## src/design/emvr_pkg.sv

```systemverilog
// shared types, constants and tables for the euler-angle vector rotator
// used by emvr_coef, emvr_lane, the top level and the checker
package emvr_pkg;

  // coordinate and coefficient formats
  localparam int COORD_BITS    = 24;
  localparam int COEF_FRAC_DEF = 17;
  localparam int ANGLE_BITS    = 15;

  // cordic datapath
  localparam int CORDIC_STEPS = 20;
  localparam int XW           = 34;  // q30 x and y with headroom
  localparam int ZW           = 26;  // angle in 2^-16 degree
  localparam logic signed [XW-1:0] CORDIC_GAIN = 34'sd652032874;

  // angle units of 1/64 degree
  localparam logic signed [ANGLE_BITS:0] FULL_TURN    = 16'sd23040;
  localparam logic signed [ANGLE_BITS:0] HALF_TURN    = 16'sd11520;
  localparam logic signed [ANGLE_BITS:0] QUARTER_TURN = 16'sd5760;

  // register indexes
  localparam logic [1:0] REG_ANGLE_ONE   = 2'd0;
  localparam logic [1:0] REG_ANGLE_TWO   = 2'd1;
  localparam logic [1:0] REG_ANGLE_THREE = 2'd2;

  // input and result words
  typedef struct packed {
    logic signed [COORD_BITS-1:0] pos_x;
    logic signed [COORD_BITS-1:0] pos_y;
    logic signed [COORD_BITS-1:0] pos_z;
  } in_word_t;

  typedef struct packed {
    logic signed [COORD_BITS-1:0] rot_x;
    logic signed [COORD_BITS-1:0] rot_y;
    logic signed [COORD_BITS-1:0] rot_z;
    logic                         clipped;
  } out_word_t;

  // coefficient sequencer
  typedef enum logic [2:0] {
    CS_LOAD,
    CS_ITER,
    CS_STORE,
    CS_MUL,
    CS_MAT,
    CS_READY
  } coef_state_e;

  // arctangent of 2^-i in 2^-16 degree
  function automatic logic signed [ZW-1:0] atan_lut(input logic [4:0] idx);
    logic signed [ZW-1:0] v;
    case (idx)
      5'd0:  v = 26'sd2949120;
      5'd1:  v = 26'sd1740967;
      5'd2:  v = 26'sd919879;
      5'd3:  v = 26'sd466945;
      5'd4:  v = 26'sd234379;
      5'd5:  v = 26'sd117304;
      5'd6:  v = 26'sd58666;
      5'd7:  v = 26'sd29335;
      5'd8:  v = 26'sd14668;
      5'd9:  v = 26'sd7334;
      5'd10: v = 26'sd3667;
      5'd11: v = 26'sd1833;
      5'd12: v = 26'sd917;
      5'd13: v = 26'sd458;
      5'd14: v = 26'sd229;
      5'd15: v = 26'sd115;
      5'd16: v = 26'sd57;
      5'd17: v = 26'sd29;
      5'd18: v = 26'sd14;
      5'd19: v = 26'sd7;
      default: v = '0;
    endcase
    return v;
  endfunction

endpackage

```

## src/design/emvr_lane.sv

```systemverilog
// one matrix row: three products, rounded sum and saturation
// depends on emvr_pkg
module emvr_lane import emvr_pkg::*; #(
  parameter int FracBits = COEF_FRAC_DEF
) (
  input  logic                         clk_i,
  input  logic                         en_i,
  input  logic signed [FracBits+2:0]   m_i [3],
  input  logic signed [COORD_BITS-1:0] p_i [3],
  output logic signed [COORD_BITS-1:0] res_o,
  output logic                         clip_o
);

  localparam int MW  = FracBits + 3;
  localparam int PRW = MW + COORD_BITS;
  localparam int SW  = PRW + 2;

  logic signed [PRW-1:0]        prod_q [3];
  logic signed [SW-1:0]         sum, rnd, hi, lo;
  logic signed [COORD_BITS-1:0] res_d, res_q;
  logic                         clip_d, clip_q;

  // product stage
  always_ff @(posedge clk_i) begin
    if (en_i) begin
      for (int j = 0; j < 3; j++) begin
        prod_q[j] <= PRW'(m_i[j]) * PRW'(p_i[j]);
      end
    end
  end

  // sum, round half up and saturate
  always_comb begin
    hi     = (SW'(1) <<< (COORD_BITS - 1)) - SW'(1);
    lo     = -hi - SW'(1);
    sum    = SW'(prod_q[0]) + SW'(prod_q[1]) + SW'(prod_q[2]);
    rnd    = (sum + (SW'(1) <<< (FracBits - 1))) >>> FracBits;
    clip_d = 1'b0;
    res_d  = rnd[COORD_BITS-1:0];
    if (rnd > hi) begin
      res_d  = hi[COORD_BITS-1:0];
      clip_d = 1'b1;
    end else if (rnd < lo) begin
      res_d  = lo[COORD_BITS-1:0];
      clip_d = 1'b1;
    end
  end

  always_ff @(posedge clk_i) begin
    if (en_i) begin
      res_q  <= res_d;
      clip_q <= clip_d;
    end
  end

  assign res_o  = res_q;
  assign clip_o = clip_q;

endmodule

```

## config.mk

```make
export PLATFORM = sky130hd
export DESIGN_NAME = emvr_lane
export DESIGN_NICKNAME = d
export VERILOG_FILES = /design/src/design/emvr_pkg.sv /design/src/design/emvr_lane.sv
export SDC_FILE = /design/constraint.sdc
export NUM_CORES = 2
export LEC_CHECK = 0
export BUFFER_PORTS_ARGS = -buffer_cell sky130_fd_sc_hd__buf_4
export CAP_MARGIN = 5
export CORE_ASPECT_RATIO = 0.7
export CORE_MARGIN = 2
export CORE_UTILIZATION = 67
export CTS_BUF_LIST = sky130_fd_sc_hd__clkbuf_8
export DETAILED_ROUTE_END_ITERATION = 8
export GPL_TIMING_DRIVEN = 0
export HOLD_SLACK_MARGIN = 0.08
export PLACE_DENSITY = 0.91
export SLEW_MARGIN = 20
export SYNTH_ARGS = -nofsm -noshare
export SYNTH_HDL_FRONTEND = slang
export SYNTH_SLANG_ARGS = --single-unit
```

## constraint.sdc

```tcl
create_clock -name clk_i -period 13.14 [get_ports clk_i]
set_clock_uncertainty 0.1 [all_clocks]
set_input_delay 3.285 -clock clk_i [delete_from_list [all_inputs] [get_ports clk_i]]
set_output_delay 3.285 -clock clk_i [all_outputs]
set_load 0.05 [all_outputs]
```

# Yosys cells after proc, flatten, opt, wreduce, memory -nomap -nowiden
# Memories as Yosys holds them, arrays and structs flattened.
# Cells that the tools add are included.
[word_totals]
word_cells = 15
n_memories = 1
output_inout_bits = 25
reg_bits = 25
input_bits = 134
mem_bits_ro = 0
mem_bits_rw = 132
latchBits = 0
[memory_table]
columns = ["name", "depth", "width", "rd", "rd_ports_with_merged_regs", "wr", "line_no", "rtl"]
rows = [
  ["prod_q", 3, 44, 3, 0, 3, "emvr_lane.sv:18", "logic signed [PRW-1:0] prod_q [3];"],
]
[op_classes]
n_eq_ne = 0
order_cmp = 2
n_mux = 4
div_mod_pow = 0
shifts = 0
reduce_logical = 0
n_bitwise = 0
mul = 3
n_addsub = 3
[op_table]
columns = ["operator", "n"]
rows = [
  ["$mul 20x24->44", 3],
  ["$add 45x44->46", 1],
  ["$add 46x18->46 const B", 1],
  ["$add 44x44->45", 1],
  ["$gt 29x24->1 const B", 1],
  ["$lt 29x24->1 const B", 1],
  ["$mux 24", 1],
  ["$mux 1", 3],
]

# Depth between registers and ports, before layout
# An unclocked memory read counts as a cell.
[depth]
ltp_word = 6
ltp_mapped = 28
mapped_depth_nobuf = 27

# Worst setup path before layout
# OpenSTA, ideal clock, no wires.
[synth_timing]
path_kind = "input -> register"
start = "in m_i[45] in the netlist's numbering"
end = "mem prod_q[0][40] in the netlist's numbering (data pin)"
path_slack_ns = 2.959
path_buffers = 1
stages = 23
t_arrival_ns = 9.801
setup_ns = 0.280
required_ns = 12.760
cell_sequence = "clkbuf_1 -> nand2_1 -> fa_1 -> fa_1 -> fa_1 -> fa_1 -> inv_1 -> fa_1 -> fa_1 -> inv_1 -> fa_1 -> inv_1 -> ha_1 -> a21o_1 -> a21o_1 -> a211oi_1 -> o21ai_0 -> a2111oi_0 -> o31ai_1 -> a211o_1 -> a41oi_1 -> o21a_1 -> o211ai_1"
[synth_lines]
columns = ["element", "line_no", "rtl"]
rows = [
  ["from (decl)", "emvr_lane.sv:8", "input logic signed [FracBits+2:0] m_i [3],"],
  ["to (decl)", "emvr_lane.sv:18", ""],
]

==> impl_results.md <==
* Fin crit period at 12.00 ns
* Num rows at 92
* Initial core utilization at 67.58%
* IO Count at 159
* Fraction of layout cells with a size suffix above 1 at 2.209%
* Dpl ws at 0.9243 ns
* Reg clk slew, reported paths at 0.11 ns
* Initial antenna violation count at 10
* Die ar. at 93150 um^2
* Critical Path Sink Type: flop
* Post-synth top flop: edfxtp_1
* Core ar. at 89900 um^2
* Setup violators final at 0
* Synth Register Bits at 157
* F_max at 83.31 MHz
* Htree depth at 4
* Ys async rst share at 0%
* Final TNS setup at 0 ns
* Slew Limit Fails at 0
* CTS tree: built
* Detailed Routing Iterations Pass 1 at 7
* Setup Crit Path Kind: in -> reg
* Routed WL at 175.0 mm
* Cell area after synthesis at 60760 um^2
* Syn Area/Cell at 9.561 um^2
* Port buffer count at 86
* Fin nets at 8545
* Area Growth Syn to Fin at 4.384%
* GRT Total Usage at 39.55%
* Num CTS Buffers at 17
* WP data required at 13.23 ns
* RD Place Congestion at 1.021
* Postcts setup bufs at 0
* Bufs on Longest Clock Path at 2
* Drc violations at 0
* Synth cell types at 61
* Outcome: completed
* Setup WS post-layout at 1.137 ns
* Final Hold Viols at 0
* Slew @ Worst Pin at 1.080 ns
* Gates resized, CTS repair at 0
* Clk root buf: clkbuf_8
* WL/cell at 22.70 um
* Crit path top cell by count: fa_1
* Hold Path Class: reg -> reg
* Max-slew headroom at 27.09%
* Final ANT Viol Nets at 0
* Die X at 363.9 um
* Filler cells at 6476
* GRT overflow at 0
* Synth Instances at 6355
* Worst setup SP type: input port
* Sink Count at 157
* Pin count of the biggest net entering global routing at 103
* Worst Path Arrival at 12.09 ns
* Number of max-cap violations at 0
* Vias in the first global route at 49490
* Yosys warns at 0
* Post-synth net total at 8439
* Dpl hpwl at 151.8 mm
* Via/cell ratio at 5.886
* Sequential cell area fraction in the yosys report at 7.759%
* Die Ht at 256.0 um
* Cts hold-fix bufs at 0
* Slowest Stage Delay on Critical Path at 0.91 ns
* Via count at 45380
* Number of synthesized flops with an enable pin at 157
* Later-pin clock latency in the skew report at 0.51 ns
* Worst-path maximum fanout at 10
* Post-route clock period utilization at 91.35%
* RSZ-0062 raised after global routing: no
* Initial DRC Count at 5186
* First-pass GRT wire length at 277.0 mm
* Slowest stage cell, crit path: a2111oi_0
[synth_stat cells, types with 4 or more instances]
library cell,instances,share of area (%)
nand3_1,30,0.25
xor2_1,48,0.69
o31ai_1,7,0.086
nand4_1,13,0.13
nor2_1,121,0.75
nand2b_1,36,0.37
o21ai_0,56,0.46
a31oi_1,12,0.12
a21o_1,103,1.3
and2_1,732,7.5
and3_1,16,0.16
o21bai_1,20,0.25
o21ai_1,21,0.17
clkbuf_1,265,1.6
a41oi_1,4,0.058
fa_1,1519,50
o211ai_1,14,0.17
xnor2_1,124,1.8
inv_1,1650,10
a2111oi_0,4,0.058
a211oi_1,14,0.17
o21a_1,16,0.20
a221oi_1,6,0.086
and4_1,6,0.086
nand2_1,708,4.4
ha_1,431,8.9
nor2b_1,17,0.18
nor3_1,21,0.17
edfxtp_1,157,7.8
a21oi_1,128,1.1
[path summary, 6_finish.rpt]
check / startpoint / endpoint / slack, ns / depth (start not counted)
worst max-delay path: m_i[46] / prod_q[0][42]$_DFFE_PP_ / 1.14 / 25
worst min-delay path: prod_q[0][122]$_DFFE_PP_ / res_o[17]$_SDFFCE_PN1P_ / 1.14 / 5
worst max register to register: prod_q[0][54]$_DFFE_PP_ / res_o[16]$_SDFFCE_PN1P_ / 7.75 / 15
worst min register to register: prod_q[0][122]$_DFFE_PP_ / res_o[17]$_SDFFCE_PN1P_ / 1.14 / 5
[registers in the layout (all words and copies together), names as in the netlist]
name	count
clip_o	1
res_o	24
prod_q	132
[critical path, delay by kind of cell]
kind            cells  cell delay [ns]
compound gates      9             3.35
fa+ha+maj           8             3.96
buf+inv             5             0.96
simple gates        3             0.49
[final cells by class]
cell class	instances	area [um^2]	share of cell area, %
well taps	1222	1529	2.411
plain buffers	270	1031	1.626
diodes	13	32.53	0.05129
flip-flops and latches	157	4715	7.434
clock buffers	17	234.0	0.3689
inverters	1653	6205	9.783
multi-input cells	4275	48810	76.96
clock inverters	15	187.7	0.2959
repair buffers	87	680.7	1.073
[per-stage QoR]
step | util (%) | area, um^2 | std cells | hold slack (ns)
2_1_floorplan | - | 60760 | 6355 | 0.9368
3_3_place_gp | 70.00 | 62930 | 7663 | 1.078
3_5_place_dp | 70.04 | 62970 | 7664 | 1.086
4_1_cts | 70.51 | 63390 | 7696 | 1.120
5_1_grt | 70.52 | 63390 | 7698 | 1.194
6_report | 70.55 | 63420 | 7709 | 1.137
[cells by family after synthesis]
group | after synthesis | share of synthesized area (%)
simple gates | 1715 | 14.18
buf+inv | 1923 | 11.91
mux | 2 | 0.03706
fa+ha+maj | 1950 | 58.93
xor+xnor | 172 | 2.479
compound gates | 436 | 4.710
flops | 157 | 7.759
[metal layers]
layer | routed length [um] | GRT usage [%]
met4 | 5367 | 9.935
met5 | 143 | 0
met3 | 29330 | 17.71
met2 | 71870 | 55.08
met1 | 68310 | 56.76
[cells in the final DEF (no fill, tap or decap), types with 7 or more instances in the layout]
cell | synthesis | routed
xor2_1 | 48 | 48
o21a_1 | 16 | 16
clkbuf_8 | 0 | 17
o31ai_1 | 7 | 7
xnor2_1 | 124 | 124
and2_1 | 732 | 732
nand3_1 | 30 | 30
o211ai_1 | 14 | 14
o21ai_1 | 21 | 21
nor2b_1 | 17 | 17
a21oi_1 | 128 | 128
nand4_1 | 13 | 13
inv_1 | 1650 | 1651
nand2b_1 | 36 | 36
nor2_1 | 121 | 121
diode_2 | 0 | 13
fa_1 | 1519 | 1519
clkbuf_1 | 265 | 265
nor3_1 | 21 | 21
a21o_1 | 103 | 103
a211oi_1 | 14 | 14
o21bai_1 | 20 | 20
and3_1 | 16 | 16
a31oi_1 | 12 | 12
buf_4 | 0 | 85
ha_1 | 431 | 431
o21ai_0 | 56 | 56
edfxtp_1 | 157 | 157
nand2_1 | 708 | 708
Power is left out: the tool's default activity adds up to more than one toggle a clock period on the data nets, which glitch-free logic cannot reach.
