==> config.mk <==
export PLATFORM = sky130hd
export DESIGN_NAME = emvr_coef
export DESIGN_NICKNAME = d
export VERILOG_FILES = /design/src/design/emvr_pkg.sv /design/src/design/emvr_coef.sv
export SDC_FILE = /design/constraint.sdc
export NUM_CORES = 2
export LEC_CHECK = 0
export ABC_AREA = 1
export BUFFER_PORTS_ARGS = -buffer_cell sky130_fd_sc_hd__buf_2
export CAP_MARGIN = 10
export CORE_ASPECT_RATIO = 0.5
export CORE_MARGIN = 8
export CORE_UTILIZATION = 65
export CTS_BUF_LIST = sky130_fd_sc_hd__clkbuf_4 sky130_fd_sc_hd__clkbuf_8 sky130_fd_sc_hd__clkbuf_16
export DETAILED_ROUTE_END_ITERATION = 10
export PLACE_DENSITY_LB_ADDON = 0.05
export SKIP_CTS_REPAIR_TIMING = 1
export SYNTH_ARGS = -nofsm -noshare
export SYNTH_HDL_FRONTEND = slang
export SYNTH_SLANG_ARGS = --single-unit
export TNS_END_PERCENT = 1
==> constraint.sdc <==
create_clock -name clk_i -period 14.7 [get_ports clk_i]
set_input_delay 1.47 -clock clk_i [delete_from_list [all_inputs] [get_ports clk_i]]
set_output_delay 1.47 -clock clk_i [all_outputs]
set_load 0.02 [all_outputs]
==> src/design/emvr_pkg.sv <==
// shared types, constants and tables for the euler-angle vector rotator
// used by emvr_coef, emvr_lane, the top level and the checker
package emvr_pkg;

  // coordinate and coefficient formats
  localparam int COORD_BITS    = 24;
  localparam int COEF_FRAC_DEF = 17;
  localparam int ANGLE_BITS    = 15;

  // cordic datapath
  localparam int CORDIC_STEPS = 20;
  localparam int XW           = 34;  // q30 x and y with headroom
  localparam int ZW           = 26;  // angle in 2^-16 degree
  localparam logic signed [XW-1:0] CORDIC_GAIN = 34'sd652032874;

  // angle units of 1/64 degree
  localparam logic signed [ANGLE_BITS:0] FULL_TURN    = 16'sd23040;
  localparam logic signed [ANGLE_BITS:0] HALF_TURN    = 16'sd11520;
  localparam logic signed [ANGLE_BITS:0] QUARTER_TURN = 16'sd5760;

  // register indexes
  localparam logic [1:0] REG_ANGLE_ONE   = 2'd0;
  localparam logic [1:0] REG_ANGLE_TWO   = 2'd1;
  localparam logic [1:0] REG_ANGLE_THREE = 2'd2;

  // input and result words
  typedef struct packed {
    logic signed [COORD_BITS-1:0] pos_x;
    logic signed [COORD_BITS-1:0] pos_y;
    logic signed [COORD_BITS-1:0] pos_z;
  } in_word_t;

  typedef struct packed {
    logic signed [COORD_BITS-1:0] rot_x;
    logic signed [COORD_BITS-1:0] rot_y;
    logic signed [COORD_BITS-1:0] rot_z;
    logic                         clipped;
  } out_word_t;

  // coefficient sequencer
  typedef enum logic [2:0] {
    CS_LOAD,
    CS_ITER,
    CS_STORE,
    CS_MUL,
    CS_MAT,
    CS_READY
  } coef_state_e;

  // arctangent of 2^-i in 2^-16 degree
  function automatic logic signed [ZW-1:0] atan_lut(input logic [4:0] idx);
    logic signed [ZW-1:0] v;
    case (idx)
      5'd0:  v = 26'sd2949120;
      5'd1:  v = 26'sd1740967;
      5'd2:  v = 26'sd919879;
      5'd3:  v = 26'sd466945;
      5'd4:  v = 26'sd234379;
      5'd5:  v = 26'sd117304;
      5'd6:  v = 26'sd58666;
      5'd7:  v = 26'sd29335;
      5'd8:  v = 26'sd14668;
      5'd9:  v = 26'sd7334;
      5'd10: v = 26'sd3667;
      5'd11: v = 26'sd1833;
      5'd12: v = 26'sd917;
      5'd13: v = 26'sd458;
      5'd14: v = 26'sd229;
      5'd15: v = 26'sd115;
      5'd16: v = 26'sd57;
      5'd17: v = 26'sd29;
      5'd18: v = 26'sd14;
      5'd19: v = 26'sd7;
      default: v = '0;
    endcase
    return v;
  endfunction

endpackage

==> src/design/emvr_coef.sv <==
// angle registers, shared iterative cordic and matrix builder
// depends on emvr_pkg
module emvr_coef import emvr_pkg::*; #(
  parameter int FracBits = COEF_FRAC_DEF
) (
  input  logic                               clk_i,
  input  logic                               rst_ni,
  input  logic                               cfg_we_i,
  input  logic [1:0]                         cfg_idx_i,
  input  logic [ANGLE_BITS-1:0]              cfg_data_i,
  output logic                               ready_o,
  output logic signed [FracBits+2:0]         m_o [9]
);

  localparam int CF = FracBits + 2;
  localparam int MW = FracBits + 3;
  localparam int PW = 2 * CF;
  localparam logic [4:0] LAST_ITER = 5'(CORDIC_STEPS - 1);
  localparam logic [3:0] LAST_STEP = 4'd13;
  localparam logic [1:0] LAST_ANG  = 2'd2;

  coef_state_e state_q, state_d;

  logic signed [ANGLE_BITS-1:0] ang_reg_q [3];
  logic [1:0] ang_q;
  logic [4:0] it_q;
  logic [3:0] step_q;

  logic signed [XW-1:0] x_q, y_q;
  logic signed [ZW-1:0] z_q;
  logic                 flip_q;

  logic signed [CF-1:0] cos_q [3];
  logic signed [CF-1:0] sin_q [3];
  logic signed [CF-1:0] prod_q [14];
  logic signed [MW-1:0] m_q [9];

  // round q30 to the coefficient format and clamp to unity
  function automatic logic signed [CF-1:0] rnd_q30(input logic signed [XW-1:0] v);
    logic signed [XW:0] t;
    logic signed [XW:0] one;
    one = (XW+1)'(1) <<< FracBits;
    t = ((XW+1)'(v) + ((XW+1)'(1) <<< (29 - FracBits))) >>> (30 - FracBits);
    if (t > one) begin
      t = one;
    end else if (t < -one) begin
      t = -one;
    end
    return t[CF-1:0];
  endfunction

  // rounded fixed-point product of two coefficients
  function automatic logic signed [CF-1:0] qmul(input logic signed [CF-1:0] a,
                                                 input logic signed [CF-1:0] b);
    logic signed [PW-1:0] p;
    p = (PW'(a) * PW'(b) + (PW'(1) <<< (FracBits - 1))) >>> FracBits;
    return p[CF-1:0];
  endfunction

  // angle registers
  always_ff @(posedge clk_i or negedge rst_ni) begin
    if (!rst_ni) begin
      ang_reg_q[0] <= '0;
      ang_reg_q[1] <= '0;
      ang_reg_q[2] <= '0;
    end else if (cfg_we_i) begin
      case (cfg_idx_i)
        REG_ANGLE_ONE:   ang_reg_q[0] <= cfg_data_i;
        REG_ANGLE_TWO:   ang_reg_q[1] <= cfg_data_i;
        REG_ANGLE_THREE: ang_reg_q[2] <= cfg_data_i;
        default: ;
      endcase
    end
  end

  // angle select, wrap to half turn and fold into the right half plane
  logic signed [ANGLE_BITS:0] a_sel, a_wrap, a_fold;
  logic                       flip_d;
  logic signed [ZW-1:0]       z_init;

  always_comb begin
    case (ang_q)
      2'd0:    a_sel = -(16'(ang_reg_q[0]));
      2'd1:    a_sel = -(16'(ang_reg_q[1]));
      default: a_sel = 16'(ang_reg_q[2]);
    endcase
    if (a_sel >= HALF_TURN) begin
      a_wrap = a_sel - FULL_TURN;
    end else if (a_sel < -HALF_TURN) begin
      a_wrap = a_sel + FULL_TURN;
    end else begin
      a_wrap = a_sel;
    end
    flip_d = 1'b1;
    if (a_wrap > QUARTER_TURN) begin
      a_fold = a_wrap - HALF_TURN;
    end else if (a_wrap < -QUARTER_TURN) begin
      a_fold = a_wrap + HALF_TURN;
    end else begin
      a_fold = a_wrap;
      flip_d = 1'b0;
    end
    z_init = ZW'(a_fold) <<< 10;
  end

  // one cordic micro-rotation
  logic signed [XW-1:0] x_n, y_n, xs, ys, xf, yf;
  logic signed [ZW-1:0] z_n, at;

  always_comb begin
    xs = x_q >>> it_q;
    ys = y_q >>> it_q;
    at = atan_lut(it_q);
    if (!z_q[ZW-1]) begin
      x_n = x_q - ys;
      y_n = y_q + xs;
      z_n = z_q - at;
    end else begin
      x_n = x_q + ys;
      y_n = y_q - xs;
      z_n = z_q + at;
    end
    xf = flip_q ? -x_q : x_q;
    yf = flip_q ? -y_q : y_q;
  end

  // operand select for the shared multiplier
  logic signed [CF-1:0] op_a, op_b;

  always_comb begin
    case (step_q)
      4'd0:    begin op_a = cos_q[0];   op_b = cos_q[2]; end
      4'd1:    begin op_a = sin_q[0];   op_b = sin_q[1]; end
      4'd2:    begin op_a = prod_q[1];  op_b = sin_q[2]; end
      4'd3:    begin op_a = cos_q[2];   op_b = sin_q[0]; end
      4'd4:    begin op_a = prod_q[3];  op_b = sin_q[1]; end
      4'd5:    begin op_a = cos_q[0];   op_b = sin_q[2]; end
      4'd6:    begin op_a = cos_q[1];   op_b = sin_q[0]; end
      4'd7:    begin op_a = cos_q[1];   op_b = sin_q[2]; end
      4'd8:    begin op_a = cos_q[1];   op_b = cos_q[2]; end
      4'd9:    begin op_a = cos_q[0];   op_b = sin_q[1]; end
      4'd10:   begin op_a = prod_q[9];  op_b = sin_q[2]; end
      4'd11:   begin op_a = prod_q[0];  op_b = sin_q[1]; end
      4'd12:   begin op_a = sin_q[0];   op_b = sin_q[2]; end
      4'd13:   begin op_a = cos_q[0];   op_b = cos_q[1]; end
      default: begin op_a = '0;         op_b = '0;       end
    endcase
  end

  // sequencer state
  always_ff @(posedge clk_i or negedge rst_ni) begin
    if (!rst_ni) begin
      state_q <= CS_LOAD;
    end else begin
      state_q <= state_d;
    end
  end

  always_comb begin
    state_d = state_q;
    case (state_q)
      CS_LOAD:  state_d = CS_ITER;
      CS_ITER:  if (it_q == LAST_ITER) state_d = CS_STORE;
      CS_STORE: state_d = (ang_q == LAST_ANG) ? CS_MUL : CS_LOAD;
      CS_MUL:   if (step_q == LAST_STEP) state_d = CS_MAT;
      CS_MAT:   state_d = CS_READY;
      CS_READY: state_d = CS_READY;
      default:  state_d = CS_LOAD;
    endcase
    if (cfg_we_i) begin
      state_d = CS_LOAD;
    end
    ready_o = (state_q == CS_READY);
  end

  // sequencer counters
  always_ff @(posedge clk_i or negedge rst_ni) begin
    if (!rst_ni) begin
      ang_q  <= '0;
      it_q   <= '0;
      step_q <= '0;
    end else if (cfg_we_i) begin
      ang_q <= '0;
    end else begin
      case (state_q)
        CS_LOAD:  it_q <= '0;
        CS_ITER:  it_q <= it_q + 5'd1;
        CS_STORE: begin
          step_q <= '0;
          if (ang_q != LAST_ANG) ang_q <= ang_q + 2'd1;
        end
        CS_MUL:   step_q <= step_q + 4'd1;
        default: ;
      endcase
    end
  end

  // cordic, coefficient and matrix datapath
  always_ff @(posedge clk_i) begin
    case (state_q)
      CS_LOAD: begin
        x_q    <= CORDIC_GAIN;
        y_q    <= '0;
        z_q    <= z_init;
        flip_q <= flip_d;
      end
      CS_ITER: begin
        x_q <= x_n;
        y_q <= y_n;
        z_q <= z_n;
      end
      CS_STORE: begin
        cos_q[ang_q] <= rnd_q30(xf);
        sin_q[ang_q] <= rnd_q30(yf);
      end
      CS_MUL:   prod_q[step_q] <= qmul(op_a, op_b);
      CS_MAT: begin
        m_q[0] <= MW'(prod_q[0]) + MW'(prod_q[2]);
        m_q[1] <= MW'(prod_q[4]) - MW'(prod_q[5]);
        m_q[2] <= MW'(prod_q[6]);
        m_q[3] <= MW'(prod_q[7]);
        m_q[4] <= MW'(prod_q[8]);
        m_q[5] <= -(MW'(sin_q[1]));
        m_q[6] <= MW'(prod_q[10]) - MW'(prod_q[3]);
        m_q[7] <= MW'(prod_q[11]) + MW'(prod_q[12]);
        m_q[8] <= MW'(prod_q[13]);
      end
      default: ;
    endcase
  end

  assign m_o = m_q;

endmodule

Word-level counts from Yosys, hierarchy flattened
Memories as Yosys holds them, arrays and structs flattened. A register that Yosys moved wholly into a read port is not among the register bits.
Cells that the tools add are included.
{ "word_totals": {"reg_bits": 254, "ram_bits": 380, "rom_bits": 704, "input_bits": 20, "n_memories": 4} }
{ "mem_list": {"columns": ["memory", "depth", "width", "rd", "rd_clocked_by_memory_dff", "write_ports", "line", "text"], "rows": [
  ["(name not given)", 32, 22, 1, 0, 0, "emvr_pkg.sv:53", "case (idx)"],
  ["prod_q", 14, 19, 14, 4, 1, "emvr_coef.sv:35", "logic signed [CF-1:0] prod_q [14];"],
  ["cos_q", 3, 19, 3, 0, 1, "emvr_coef.sv:33", "logic signed [CF-1:0] cos_q [3];"],
  ["sin_q", 3, 19, 3, 0, 1, "emvr_coef.sv:34", "logic signed [CF-1:0] sin_q [3];"]
]} }
{ "classes": {"add_sub_neg": 25, "mul": 1, "n_lt_le_gt_ge": 8, "eq_ne": 26, "n_shift": 2, "n_mux": 36, "n_bitwise": 1, "n_reduce_logical": 23} }
{ "op_table": {"columns": ["op", "n"], "rows": [
  ["$pmux 19 s8", 1],
  ["$mux 34", 4],
  ["$pmux 34 s2", 2],
  ["$mux 19", 6],
  ["$pmux 19 s5", 1],
  ["$add 34x14->35 const B", 2],
  ["$add 34x34->34", 2],
  ["$neg 34->34", 2],
  ["$sshr 34x5->34", 2],
  ["$sub 34x34->34", 2],
  ["$mux 16", 4],
  ["$pmux 26 s2", 1],
  ["$gt 22x19->1 const B", 2],
  ["$lt 22x18->1 const B", 2],
  ["$add 19x19->20", 2],
  ["$sub 19x19->20", 2],
  ["$add 36x18->36 const B", 1],
  ["$mul 19x19->36", 1],
  ["$neg 15->16", 2],
  ["$pmux 16 s2", 1],
  ["$add 26x26->26", 1],
  ["$mux 26", 1],
  ["$sub 26x26->26", 1],
  ["$eq 4x4->1 const B", 6],
  ["other kinds (39)", 71]
]} }

Longest topological paths before layout
{ "logic_depth": {"word_depth": 9, "depth_mapped": 40, "ltp_nobuf": 39} }

Worst setup path before layout
Ideal clock, no wire load.
{ "synth_path": {"path_kind": "flip-flop to flip-flop", "from": "register state_q[0]", "to": "register m_q (netlist bit m_o[0]), read port of prod_q, enable pin", "arrival_time_ns": 7.961, "required_ns": 13.982, "path_slack_ns": 6.022, "stages_incl_launch_ff": 4, "path_buffers": 0, "synth_period_minus_slack_ns": 8.678, "path_cell_list": "dfrtp_1 nor2_1 inv_1 nor2_1"} }
{ "synth_between": {"elab_chain_cells": 1} }
{ "synth_rtl": {"columns": ["element", "line", "text"], "rows": [
  ["start, declared", "emvr_coef.sv:22", "coef_state_e state_q, state_d;"],
  ["start signal, assigned", "emvr_coef.sv:155", "state_q <= state_d;"],
  ["$eq 3x3->1", "emvr_coef.sv:200", "case (state_q)"],
  ["end, declared", "emvr_coef.sv:36", "logic signed [MW-1:0] m_q [9];"]
]} }
No other way between the ends.
A chain may end at the register's enable or synchronous reset.

Worst setup path in the final report
{ "layout_path": {"from": "register step_q[0]", "to": "memory prod_q[10][18] (netlist name) (data pin)"} }
{ "layout_between": {"elab_chain_cells": 5, "elab_cells_between_ends": 25, "classes_between": "add/sub (1); mul (1); eq/ne (13); mux (2); reduce/logical (8)"} }
{ "layout_rtl": {"columns": ["element", "line", "text"], "rows": [
  ["start, declared", "emvr_coef.sv:27", "logic [3:0] step_q;"],
  ["start signal, assigned", "emvr_coef.sv:192", "CS_MUL: step_q <= step_q + 4'd1;"],
  ["$eq 4x4->1, or another cell as far along", "emvr_coef.sv:131", "case (step_q)"],
  ["$reduce_or 4->1 (no line), or another cell as far along", null, null],
  ["$pmux 19 s8 or $pmux 19 s5 (tied branches)", "emvr_coef.sv:131", null],
  ["$mul 19x19->36 (*)", "emvr_coef.sv:56", "p = (PW'(a) * PW'(b) + (PW'(1) <<< (FracBits - 1))) >>> FracBits;"],
  ["$add 36x18->36 (*)", "emvr_coef.sv:56", null],
  ["end, declared", "emvr_coef.sv:35", null]
]} }
Every way passes the cells marked *; elsewhere a longest branch is shown, timed or not.

==> out/metrics.cfg <==
[setup_path]
startpoint_type = register
worst_setup_path_end_kind = register
cp.arrival_ns = 10.60
worstPathMaxFanout = 19
worst-r2r-setup-slack_ns = 4.43
cp_data_required_time_ns = 15.03
crit_type = reg -> reg

[timing]
setup_tns_ns = 0
drv_slew = 0
rsz0062_at_grt = false
hold_viol_final = 0
maxSlewHeadroom_pct = 18.98
fin_worst_skew_ns = 0.07520
min_period_over_period_pct = 69.84
tightest_slew_ns = 1.214
min_period_ns = 10.27
setup_violations = 0
layout_setup_ws_ns = 4.433
fmax_ghz = 0.09740

[yosys]
yosysSeqAreaShare_pct = 38.16
async_flop_share_pct = 8.310
avgSynthCellArea_um2 = 8.811
yosysWarnings = 0
synthFlopType = edfxtp_1
syn-num-nets = 6932
synthDistinctLibCells = 69
synth-edff-count = 651
synth_area_um2 = 55100
ys_seq_elements = 710
synthCells = 6254

[status]
status = completed

[place]
place_ws_ns = 4.681
hpwl_um = 120300
post-place-cells = 7477
gp_congestion = 1.009
portBuffers = 200

[drt]
routedWlPerCell_um = 20.85
vias = 45193
routed_wl_um = 158400
drtPass1Iterations = 8
route.detailed.drc = 0
ant_nets = 0
drtIter0Drc = 4588
viasPerCell = 5.951

[cts]
cts-buffers-inserted = 61
cts_tree = done
cts.sinks = 710
clkLatencyLatePin_ns = 0.70
cts_root_buf = clkbuf_16
clk_pin_slew_ns = 0.07
cts_buffer_depth = 3
h-tree-depth = 2

[layout]
final_util_pct = 71.21
drive_gt1_share_pct = 8.367
diodes = 0
fin_nets = 7103
stdcell_count = 7594
syn_to_final_growth_pct = 8.415

[die]
die_area_um2 = 94910
io_pins = 201
die_y_um = 221.9
dieWidth_um = 427.8
design.core.area_um2 = 83890
start_util_pct = 65.68
row_count = 75

[grt]
grtUsageTotal_pct = 32.60
overflow = 0
grt_start_max_net_pins = 76
grt_pass1_vias = 43909
grt_pass1_wl_um = 244900
antenna_found_initial = 1

[flow_run]
drv_cap = 0

[hold_path]
min_path_type = reg -> reg

## metrics by stage
stage	cell area [um^2]	hold WS, ns
final	59740	0.3999
after global routing	59740	0.3963
after CTS	59710	0.3921
after detailed placement	57440	0.4045
after global placement	57440	0.4010
after floorplan	55100	0.4003
## cell usage after synthesis (30+ instances only)
| cell type | count | area share [%] |
|---|---|---|
| fa_1 | 362 | 13 |
| nor3_1 | 67 | 0.61 |
| inv_1 | 991 | 6.8 |
| o21ai_0 | 381 | 3.5 |
| ha_1 | 296 | 6.7 |
| nand4_1 | 64 | 0.73 |
| xor2_1 | 187 | 3.0 |
| dfrtp_1 | 59 | 2.7 |
| nand2_1 | 1348 | 9.2 |
| nor2_1 | 550 | 3.7 |
| clkbuf_1 | 97 | 0.66 |
| mux2i_1 | 31 | 0.56 |
| nand3_1 | 220 | 2.0 |
| xnor2_1 | 76 | 1.2 |
| edfxtp_1 | 651 | 35 |
| a21oi_1 | 352 | 3.2 |
| buf_1 | 30 | 0.20 |
## cell type report
cell class	instances	area, um^2
Clock buffer	67	1595
Clock inverter	49	676.9
Fill cell	6353	24150
Inverter	1025	3849
Multi-Input combinational cell	4347	29570
Sequential cell	710	21030
Tap cell	1116	1396
Timing Repair Buffer	280	1622
## routing by layer
layer / wire length (um) / up-vias / track usage (%)
met5: 0 / - / 0
li1: - / 20831 / -
met3: 13680 / 404 / 4.981
met4: 6437 / 0 / 11.64
met1: 64100 / 21789 / 44.27
met2: 74140 / 2169 / 53.49
## worst max-delay path: stages, from the launching register on
cell and delay (ns):
dfrtp_1 0.40, inv_1 0.11, ha_1 0.27, nand3_2 0.34, nand3_1 0.67, nand2_1 0.23
inv_1 0.06, nor3_1 0.71, clkinv_1 0.81, nand2_1 0.45, fa_1 0.55, fa_1 0.53
fa_1 0.78, inv_1 0.22, fa_1 0.54, inv_1 0.06, fa_1 0.53, inv_1 0.05
fa_1 0.44, ha_1 0.29, ha_1 0.34, inv_1 0.13, nor3_1 0.07, inv_1 0.07
nor2_1 0.05, a2111oi_0 0.34, nand2_1 0.17, xnor2_2 0.69
## worst paths after layout
kind / endpoint / cells after the start / startpoint
max in group asynchronous: it_q[0]$_DFFE_PN0P_ / 2 / rst_ni
min in group asynchronous: ang_reg_q[11]$_DFFE_PN0P_ / 2 / rst_ni
hold reg to reg: m_o[108]$_DFFE_PN_ / 0 / prod_q[7][8]$_DFFE_PP_
hold / removal: m_o[108]$_DFFE_PN_ / 0 / prod_q[7][8]$_DFFE_PP_
setup / recovery: prod_q[10][18]$_DFFE_PP_ / 27 / step_q[0]$_DFFE_PN0P_
setup reg to reg: prod_q[10][18]$_DFFE_PP_ / 27 / step_q[0]$_DFFE_PN0P_
## sequential cells by signal, indices dropped and copies added (netlist names), 4 cells and up
register	flops
m_o	176
sin_q	57
ang_reg_q	45
step_q	4
x_q	34
it_q	5
cos_q	57
y_q	34
z_q	26
prod_q	266
## cell families after synthesis
family | after synthesis | share of synthesized area [%]
AOI/OAI and AO/OA | 1006 | 10.49
and+or+nand+nor | 2381 | 18.08
xor gates and xnor gates | 271 | 4.417
muxes | 31 | 0.5631
buffers and inverters | 1197 | 8.427
adders and majority gates | 658 | 19.87
DFF | 710 | 38.16
## layout by cell type (no fill, tap or decap), types with 25 or more instances in the layout
cell type | Yosys | layout
buf_4 | 11 | 79
mux2i_1 | 31 | 31
edfxtp_1 | 651 | 651
nand2_1 | 1348 | 1347
buf_2 | 25 | 200
o21ai_0 | 381 | 381
nand3_1 | 220 | 220
xnor2_1 | 76 | 73
nand4_1 | 64 | 64
o221ai_1 | 29 | 29
xor2_1 | 187 | 187
nor3_1 | 67 | 63
nor2_1 | 550 | 539
clkinv_1 | 23 | 25
clkbuf_16 | 0 | 62
a21oi_1 | 352 | 352
ha_1 | 296 | 296
fa_1 | 362 | 362
inv_1 | 991 | 990
dfrtp_1 | 59 | 57
o21a_1 | 29 | 29
Power is left out: the tool's default activity adds up to more than one toggle a clock period on the data nets, which glitch-free logic cannot reach.
